### src/hw/rtl/rhc_pkg.sv
// ----------------------------------------------------------------------------
// rhc_pkg
// Types and constants shared by the RGB to HSV converter modules.
// ----------------------------------------------------------------------------
package rhc_pkg;

    localparam int CHANNEL_BITS      = 8;
    localparam int HUE_FRACTION_BITS = 6;

    // Quotient bits per division; covers both the saturation and hue quotients
    localparam int QUO_W = 16;
    localparam int NUM_W = CHANNEL_BITS + QUO_W;
    localparam int HUE_W = 9 + HUE_FRACTION_BITS;
    localparam int SAT_W = 16;

    localparam int HUE_SEXTANT = 60 << HUE_FRACTION_BITS;
    localparam int HUE_FULL    = 360 << HUE_FRACTION_BITS;
    localparam int SAT_FULL    = 65535;

    typedef enum logic [1:0] {
        SEC_RED   = 2'd0,
        SEC_GREEN = 2'd1,
        SEC_BLUE  = 2'd2
    } t_sector;

    typedef struct packed {
        logic [CHANNEL_BITS-1:0] red;
        logic [CHANNEL_BITS-1:0] green;
        logic [CHANNEL_BITS-1:0] blue;
    } t_pixel;

    typedef struct packed {
        logic [HUE_W-1:0]        hue_angle;
        logic [SAT_W-1:0]        saturation_level;
        logic [CHANNEL_BITS-1:0] brightness_level;
    } t_hsv;

    // One restoring divider lane: divisor, partial remainder and a word that
    // holds the unused dividend bits on top and the quotient bits below.
    typedef struct packed {
        logic [CHANNEL_BITS-1:0] den;
        logic [CHANNEL_BITS-1:0] rem;
        logic [QUO_W-1:0]        nq;
    } t_div_lane;

    typedef struct packed {
        t_div_lane sat;
        t_div_lane hue;
        t_sector   sector;
        logic      hue_neg;
        logic      grey;
        logic      black;
    } t_cell_data;

endpackage

### src/hw/rtl/rhc_div_cell.sv
// ----------------------------------------------------------------------------
// rhc_div_cell
// One pipeline cell: one restoring division step on both divider lanes.
// ----------------------------------------------------------------------------
module rhc_div_cell
    import rhc_pkg::*;
(
    input  logic       i_clk,
    input  logic       i_rst_n,
    input  logic       i_adv,
    input  logic       i_valid,
    input  t_cell_data i_data,
    output logic       o_valid,
    output t_cell_data o_data
);

    logic       r_valid;
    t_cell_data r_data;
    t_cell_data n_data;

    function automatic t_div_lane div_step(input t_div_lane l);
        logic [CHANNEL_BITS:0] trial;
        logic [CHANNEL_BITS:0] diff;
        logic                  ge;
        t_div_lane             res;
        trial = {l.rem, l.nq[QUO_W-1]};
        diff  = trial - {1'b0, l.den};
        ge    = (trial >= {1'b0, l.den});
        res.den = l.den;
        res.rem = ge ? diff[CHANNEL_BITS-1:0] : trial[CHANNEL_BITS-1:0];
        res.nq  = {l.nq[QUO_W-2:0], ge};
        return res;
    endfunction

    always_comb begin
        n_data     = i_data;
        n_data.sat = div_step(i_data.sat);
        n_data.hue = div_step(i_data.hue);
    end

    always_ff @(posedge i_clk) begin
        if (!i_rst_n) begin
            r_valid <= 1'b0;
        end else if (i_adv) begin
            r_valid <= i_valid;
        end
    end

    always_ff @(posedge i_clk) begin
        if (i_adv) begin
            r_data <= n_data;
        end
    end

    assign o_valid = r_valid;
    assign o_data  = r_data;

endmodule

### src/hw/rtl/rhc_div_chain.sv
// ----------------------------------------------------------------------------
// rhc_div_chain
// Row of division cells, one quotient bit per cell, with bubble collapsing.
// ----------------------------------------------------------------------------
module rhc_div_chain
    import rhc_pkg::*;
(
    input  logic       i_clk,
    input  logic       i_rst_n,
    input  logic       i_valid,
    input  t_cell_data i_data,
    output logic       o_adv,
    output logic       o_valid,
    output t_cell_data o_data,
    input  logic       i_adv
);

    logic       vld [QUO_W+1];
    t_cell_data dat [QUO_W+1];
    logic       adv [QUO_W+1];

    assign vld[0]     = i_valid;
    assign dat[0]     = i_data;
    assign adv[QUO_W] = i_adv;

    for (genvar k = 0; k < QUO_W; k++) begin : g_cell
        // a cell loads when empty or when its contents move on
        assign adv[k] = !vld[k+1] || adv[k+1];

        rhc_div_cell u_cell (
            .i_clk   (i_clk),
            .i_rst_n (i_rst_n),
            .i_adv   (adv[k]),
            .i_valid (vld[k]),
            .i_data  (dat[k]),
            .o_valid (vld[k+1]),
            .o_data  (dat[k+1])
        );
    end

    assign o_adv   = adv[0];
    assign o_valid = vld[QUO_W];
    assign o_data  = dat[QUO_W];

endmodule

### src/hw/rtl/rgb_to_hsv_converter.sv
// ----------------------------------------------------------------------------
// rgb_to_hsv_converter
// Converts one 8-bit RGB pixel into hue, saturation and brightness.
// ----------------------------------------------------------------------------
// Usage:
//   Input channel  : i_valid / o_stall / i_data (red, green, blue). An item is
//                    taken at a clock edge with i_valid high and o_stall low.
//   Output channel : o_valid / i_stall / o_data (hue_angle, saturation_level,
//                    brightness_level). An item leaves at an edge with o_valid
//                    high and i_stall low. One result per pixel, in order.
//   Stages         : 18 register stages: one front stage (max/min, sector,
//                    dividends), 16 division cells (one quotient bit of both
//                    divisions per cell) and the output register that applies
//                    the floor and sector offset.
//   Throughput     : one pixel per clock while i_stall is low; the 16-cell
//                    divider row is fully pipelined.
//   Stall          : while i_stall holds the output, earlier stages keep
//                    filling their empty slots, so o_stall rises only once
//                    every stage holds an item.
//   Reset          : i_rst_n (synchronous, active low) empties all stages;
//                    no item is in flight afterwards.
//   Hue is in 1/64 degree units, 0 for grey pixels; saturation is
//   floor(delta*65535/max), 0 for black.
// ----------------------------------------------------------------------------
module rgb_to_hsv_converter
    import rhc_pkg::*;
(
    input  logic   i_clk,
    input  logic   i_rst_n,
    input  logic   i_valid,
    output logic   o_stall,
    input  t_pixel i_data,
    output logic   o_valid,
    input  logic   i_stall,
    output t_hsv   o_data
);

    // ---------------- front stage ----------------
    logic [CHANNEL_BITS-1:0] mx;
    logic [CHANNEL_BITS-1:0] mn;
    logic [CHANNEL_BITS-1:0] delta;
    logic [CHANNEL_BITS-1:0] pos_a;
    logic [CHANNEL_BITS-1:0] pos_b;
    logic [CHANNEL_BITS-1:0] mag;
    logic [NUM_W-1:0]        sat_num;
    logic [NUM_W-1:0]        hue_num;
    t_sector                 sector;
    t_cell_data              n_front;

    logic       r_f_vld;
    t_cell_data r_front;
    logic       f_adv;

    logic       chain_adv;
    logic       chain_vld;
    t_cell_data chain_dat;
    logic       out_adv;

    always_comb begin
        // ties go to red, then green
        if (i_data.red >= i_data.green && i_data.red >= i_data.blue) begin
            sector = SEC_RED;
            mx     = i_data.red;
            pos_a  = i_data.green;
            pos_b  = i_data.blue;
        end else if (i_data.green >= i_data.blue) begin
            sector = SEC_GREEN;
            mx     = i_data.green;
            pos_a  = i_data.blue;
            pos_b  = i_data.red;
        end else begin
            sector = SEC_BLUE;
            mx     = i_data.blue;
            pos_a  = i_data.red;
            pos_b  = i_data.green;
        end

        mn = i_data.red;
        if (i_data.green < mn) mn = i_data.green;
        if (i_data.blue < mn)  mn = i_data.blue;
        delta = mx - mn;

        // signed sector difference pos_a - pos_b, split into sign and magnitude
        mag = (pos_a >= pos_b) ? (pos_a - pos_b) : (pos_b - pos_a);

        // delta * 65535 as a shift and subtract
        sat_num = {delta, {QUO_W{1'b0}}} - NUM_W'(delta);
        hue_num = NUM_W'(mag) * NUM_W'(HUE_SEXTANT);

        n_front.sat.den = mx;
        n_front.sat.rem = sat_num[NUM_W-1:QUO_W];
        n_front.sat.nq  = sat_num[QUO_W-1:0];
        n_front.hue.den = delta;
        n_front.hue.rem = hue_num[NUM_W-1:QUO_W];
        n_front.hue.nq  = hue_num[QUO_W-1:0];
        n_front.sector  = sector;
        n_front.hue_neg = (pos_a < pos_b);
        n_front.grey    = (delta == '0);
        n_front.black   = (mx == '0);
    end

    assign f_adv   = !r_f_vld || chain_adv;
    assign o_stall = !f_adv;

    always_ff @(posedge i_clk) begin
        if (!i_rst_n) begin
            r_f_vld <= 1'b0;
        end else if (f_adv) begin
            r_f_vld <= i_valid;
        end
    end

    always_ff @(posedge i_clk) begin
        if (f_adv) begin
            r_front <= n_front;
        end
    end

    // ---------------- divider row ----------------
    rhc_div_chain u_chain (
        .i_clk   (i_clk),
        .i_rst_n (i_rst_n),
        .i_valid (r_f_vld),
        .i_data  (r_front),
        .o_adv   (chain_adv),
        .o_valid (chain_vld),
        .o_data  (chain_dat),
        .i_adv   (out_adv)
    );

    // ---------------- finish and output register ----------------
    logic [QUO_W-1:0] hue_q;
    logic [QUO_W-1:0] hue_ceil;
    logic [HUE_W:0]   hue_base;
    logic [HUE_W:0]   hue_sum;
    t_hsv             n_out;
    logic             r_o_vld;
    t_hsv             r_out;

    assign out_adv = !r_o_vld || !i_stall;

    always_comb begin
        hue_q    = chain_dat.hue.nq;
        // floor of a negative quotient is minus the ceiling of its magnitude
        hue_ceil = hue_q + QUO_W'(chain_dat.hue.rem != '0);

        case (chain_dat.sector)
            SEC_RED:   hue_base = chain_dat.hue_neg ? (HUE_W+1)'(HUE_FULL) : '0;
            SEC_GREEN: hue_base = (HUE_W+1)'(2 * HUE_SEXTANT);
            SEC_BLUE:  hue_base = (HUE_W+1)'(4 * HUE_SEXTANT);
            default:   hue_base = '0;
        endcase

        if (chain_dat.hue_neg) begin
            hue_sum = hue_base - (HUE_W+1)'(hue_ceil);
        end else begin
            hue_sum = hue_base + (HUE_W+1)'(hue_q);
        end

        n_out.hue_angle        = chain_dat.grey ? '0 : hue_sum[HUE_W-1:0];
        n_out.saturation_level = chain_dat.black ? '0 : chain_dat.sat.nq[SAT_W-1:0];
        n_out.brightness_level = chain_dat.sat.den;
    end

    always_ff @(posedge i_clk) begin
        if (!i_rst_n) begin
            r_o_vld <= 1'b0;
        end else if (out_adv) begin
            r_o_vld <= chain_vld;
        end
    end

    always_ff @(posedge i_clk) begin
        if (out_adv) begin
            r_out <= n_out;
        end
    end

    assign o_valid = r_o_vld;
    assign o_data  = r_out;

endmodule

### config.mk
export PLATFORM = sky130hd
export DESIGN_NAME = rgb_to_hsv_converter
export DESIGN_NICKNAME = d
export VERILOG_FILES = /design/src/hw/rtl/rhc_pkg.sv /design/src/hw/rtl/rhc_div_cell.sv /design/src/hw/rtl/rhc_div_chain.sv /design/src/hw/rtl/rgb_to_hsv_converter.sv
export SDC_FILE = /design/constraint.sdc
export NUM_CORES = 2
export LEC_CHECK = 0
export BUFFER_PORTS_ARGS = -buffer_cell sky130_fd_sc_hd__buf_2
export CAP_MARGIN = 20
export CORE_MARGIN = 2
export CORE_UTILIZATION = 60
export DETAILED_ROUTE_END_ITERATION = 12
export PLACE_DENSITY = 0.76
export SKIP_LAST_GASP = 1
export SYNTH_ARGS = -nofsm -noshare
export SYNTH_HDL_FRONTEND = slang
export SYNTH_SLANG_ARGS = --single-unit
### constraint.sdc
create_clock -name i_clk -period 12.4 [get_ports i_clk]
set_input_delay 2.48 -clock i_clk [delete_from_list [all_inputs] [get_ports i_clk]]
set_output_delay 2.48 -clock i_clk [all_outputs]
set_load 0.02 [all_outputs]
==> results.md <==
- The master of the slowest instance on the critical path is sky130_fd_sc_hd__fa_1.
- The relative contribution of sequential cells to total power is 40.1%.
- The critical-path maximum fanout is 38.
- The post-cts gate resize count is 0.
- The startpoint identified for the worst register-to-register timing path is u_chain.g_cell[0].u_cell.o_data[30]$_DFFE_PP_.
- The most common cell after layout, fill and taps aside is sky130_fd_sc_hd__edfxtp_1.
- The most numerous cell on the critical path is sky130_fd_sc_hd__a21oi_1.
- TritonCTS built the clock tree.
- After clock tree synthesis, the clock-pin slew on the worst setup and hold paths is 0.06 ns.
- The run finished with clean final reports.
- Of the total power, the clock network draws 18.6%.
- The relative area change from synthesis to final layout is 10.55%.
- After global routing the overflow that remains totals 0.
- STA classifies the critical path startpoint as an input pin.
- The number of distinct library cells after synthesis is 65.
- Of the available clock period, the critical path in the final layout requires 78.06%.
- Counting every instance in the synthesized netlist gives 3621.
- The H-tree was split into 3 levels.
- For this run, the post-layout net count is 4217.
- The core box area is 82240 sq um.
- The worst flop-to-flop path endpoint is u_chain.g_cell[1].u_cell.o_data[23]$_DFFE_PP_.
- Dividing the detail-routed via count by the number of cells gives 5.425.
- The longest individual stage delay on the worst path is 0.62 ns.
- The final standard cell utilization of the core is 67.12%.
- The count of maximum capacitance violations is 0.
- The total internal power is 11.40 mW.
- The I/O pin count is 69.
- Detailed routing inserted a total of 26850 vias.
- The proportion of synthesized chip area in sequential cells is 64.23%.
- The launching element of the worst setup path is i_data[21].
- Of the total power, combinational logic draws 41.4%.
- For this configuration, the core starts out at a cell density of 60.71%.
- The x dimension of the die is 292.5 um.
- The worst endpoint required time is 12.78 ns.
- The number of antenna violations at the first check in global routing is 3.
- The mean routed wirelength per cell is 16.18 um.
- Setup violations remaining at the end of the flow were counted as 0.
- Adding up every negative setup slack in the final design gives 0 ns.
- The analysis attributes to net switching a power of 5.711 mW.
- The deepest clock path buffer count is 3.
- The number of port buffers is 68.
- The total of hold buffers inserted after clock tree synthesis is 0.
- After synthesis, the share of flip-flops with an asynchronous set or reset is 0%.
- Across all register-to-register paths, the minimum setup slack is 8.88 ns.
- Synthesis produced a netlist with a net count of 4050.
- The first global-routing pass estimated 133300 um of wire.
- The worst-margin pin slew is 1.085 ns.
- The cell leakage power is 22.83 nW.
- The number of synthesized register bits is 1074.
- Post-CTS timing repair inserted 0 buffers for setup.
- Setup repair after global routing left no endpoint under its margin.
- The hold violation count in the final report came to 0.
- The cell sitting at the root of the clock tree is a sky130_fd_sc_hd__clkbuf_16.
- The synthesized netlist occupies a cell area of 49930 sq um.
- The placement row count is 105.
- In the layout the commonest cells are sky130_fd_sc_hd__edfxtp_1 (1056), sky130_fd_sc_hd__inv_1 (500), sky130_fd_sc_hd__ha_1 (356).
- The post-route minimum period is 9.679 ns.
- Between clock sinks in the finished design, the worst skew comes to 0.04587 ns.
- The data arrival time of the critical path is 10.06 ns.
- Headroom to the max-slew limit came out at 26.87%.
- The worst setup path is captured at a flop.
- The clock insertion delay at the later pin of the skew report is 0.67 ns.
- The max-slew violation count came to 0.
- For this run, the total global-route usage over all layers was measured as 19.09%.
- During synthesis, Yosys emitted a total of 0 warnings.
- The tightest min-delay check is of the reg2reg type.
- Dividing total power by cell area gives a power density of 310.0 nW/um^2.
- The final layout contains routed wiring with a total length of 80090 um.
- The end point of the critical path is r_front[24]$_DFFE_PN_.
- Entering global routing, the biggest net connects 67 pins.
- The die outline area is 85540 sq um.
- The worst ir drop on vdd is 0.3179 mV.
- The detailed-route DRC error count is 0.
- The worst register-to-register path has a depth of 11.
- The most instantiated flip-flop cell in the synthesis netlist is sky130_fd_sc_hd__edfxtp_1.
- The switching share of total power is 33.37%.
- The detailed-placement wirelength estimate is 56000 um.
- The final weighted congestion of routability-driven global placement is 0.8510.
- The clock sink total is 1074.
- The startpoint identified for the worst hold timing path is u_chain.g_cell[7].u_cell.o_data[8]$_DFFE_PP_.
- The critical path in this run is classified as in2reg.
- Based on the critical path, the design can be clocked at up to 103.3 MHz.
- The via count of the first global-routing pass is 27890.
- The final antenna-violating net count is 0.
- The die is 292.5 um tall.
- The mean instance size in the synthesized netlist is 13.79 sq um.
- In the final layout, the share of cells above drive strength 1 is 11.30%.
- The number of DRC markers in iteration 0 is 1210.
- The total iterations of the first detailed-routing run is 5.
- The number of clock buffers added by TritonCTS is 104.
- The number of enable flip-flop cells after synthesis is 1056.
==> power groups by stage <==
stage	Sequential [mW]	Clock (mW)	Combinational (mW)
finish	6.86	3.17	7.08
global route	7.02	3.38	8.07
CTS	6.87	3.24	7.10
detailed placement	6.92	0	7.00
global placement	6.85	0	6.76
floorplan	6.68	0	5.65
==> layout make-up <==
class / count / area, sq um
inverters: 508 / 1907
fillers: 5605 / 27040
multi-input cells: 2014 / 15890
flip-flops and latches: 1074 / 32070
well taps: 1070 / 1339
clock buffers: 129 / 2830
clock inverters: 66 / 663.1
diodes: 2 / 5.005
repair buffers: 86 / 495.5
==> worst max-delay path: cells and delay by family <==
family,cells,cell delay (ns)
compound gates,14,2.56
fa+ha+maj,6,2.36
simple gates,6,1.42
buf+inv,4,0.59
xor+xnor,2,0.49
mux,1,0.15
==> synth_stat cells (7+ instances only) <==
cell type                  number  area, sq um
sky130_fd_sc_hd__a21boi_0      92        690.7
sky130_fd_sc_hd__a21o_1        68        510.5
sky130_fd_sc_hd__a21oi_1      117        585.6
sky130_fd_sc_hd__a311oi_1      30        262.8
sky130_fd_sc_hd__and2_1         7        43.79
sky130_fd_sc_hd__and3_1         7        43.79
sky130_fd_sc_hd__clkbuf_1      17        63.81
sky130_fd_sc_hd__dfxtp_1       18        360.4
sky130_fd_sc_hd__edfxtp_1    1056        31710
sky130_fd_sc_hd__fa_1          45        900.9
sky130_fd_sc_hd__ha_1         356         4454
sky130_fd_sc_hd__inv_1        508         1907
sky130_fd_sc_hd__mux2_2       154         1734
sky130_fd_sc_hd__mux2i_1       81        810.8
sky130_fd_sc_hd__nand2_1      100        375.4
sky130_fd_sc_hd__nand2b_1      39        244.0
sky130_fd_sc_hd__nand3_1       19        95.09
sky130_fd_sc_hd__nand4_1       58        362.9
sky130_fd_sc_hd__nor2_1       332         1246
sky130_fd_sc_hd__nor2b_1       90        563.0
sky130_fd_sc_hd__nor3_1        13        65.06
sky130_fd_sc_hd__o21a_1        12        90.09
sky130_fd_sc_hd__o21ai_0      181        905.9
sky130_fd_sc_hd__o21bai_1      11        82.58
sky130_fd_sc_hd__xnor2_1       94        823.3
sky130_fd_sc_hd__xor2_1        43        376.6
==> cells by family after synthesis <==
family | synth area share [%]
buf+inv | 4.047
xor+xnor | 2.468
flops | 64.23
mux | 5.097
fa+ha+maj | 10.72
simple gates | 6.475
compound gates | 6.959
==> state kept, by name, indices dropped and copies added (netlist names) <==
name / flops
u_chain.g_cell.u_cell.o_data: 962
u_chain.g_cell.u_cell.o_valid: 16
o_valid: 1
r_front: 55
o_data: 39
r_f_vld: 1
==> layer usage <==
| layer | wire [um] | global-route usage [%] | vias up |
|---|---|---|---|
| met4 | 2065 | 6.254 | 0 |
| met3 | 2593 | 2.845 | 142 |
| li1 | - | - | 13330 |
| met1 | 32860 | 21.86 | 12980 |
| met5 | 0 | 0 | - |
| met2 | 42570 | 36.36 | 396 |
==> how the worst min path moves through the flow <==
| stage | endpoint | slack [ns] | depth (start not counted) |
|---|---|---|---|
| after floorplan | o_data[0]$_DFFE_PP_ | 0.40 | 0 |
| after detailed placement | u_chain.g_cell[0].u_cell.o_data[0]$_DFFE_PP_ | 0.40 | 0 |
| after global placement | u_chain.g_cell[13].u_cell.o_data[12]$_DFFE_PP_ | 0.40 | 0 |
| final | u_chain.g_cell[8].u_cell.o_data[9]$_DFFE_PP_ | 0.39 | 0 |
| after global routing | u_chain.g_cell[8].u_cell.o_data[11]$_DFFE_PP_ | 0.39 | 0 |
| after CTS | u_chain.g_cell[8].u_cell.o_data[9]$_DFFE_PP_ | 0.38 | 0 |
==> through the flow <==
| step | worst slack (ns) | total power, mW | cell area [sq um] | hold slack, ns | instances |
|---|---|---|---|---|---|
| 6_report | 2.721 | 17.11 | 55200 | 0.3900 | 4949 |
| 5_1_grt | 2.177 | 18.47 | 55190 | 0.3923 | 4947 |
| 4_1_cts | 2.478 | 17.22 | 55170 | 0.3816 | 4946 |
| 3_5_place_dp | 1.848 | 13.91 | 51670 | 0.4045 | 4751 |
| 3_3_place_gp | 1.971 | 13.61 | 51670 | 0.4001 | 4751 |
| 2_1_floorplan | 2.194 | 12.33 | 49930 | 0.4003 | 3621 |
No activity file was read; power rests on OpenSTA's default activity.
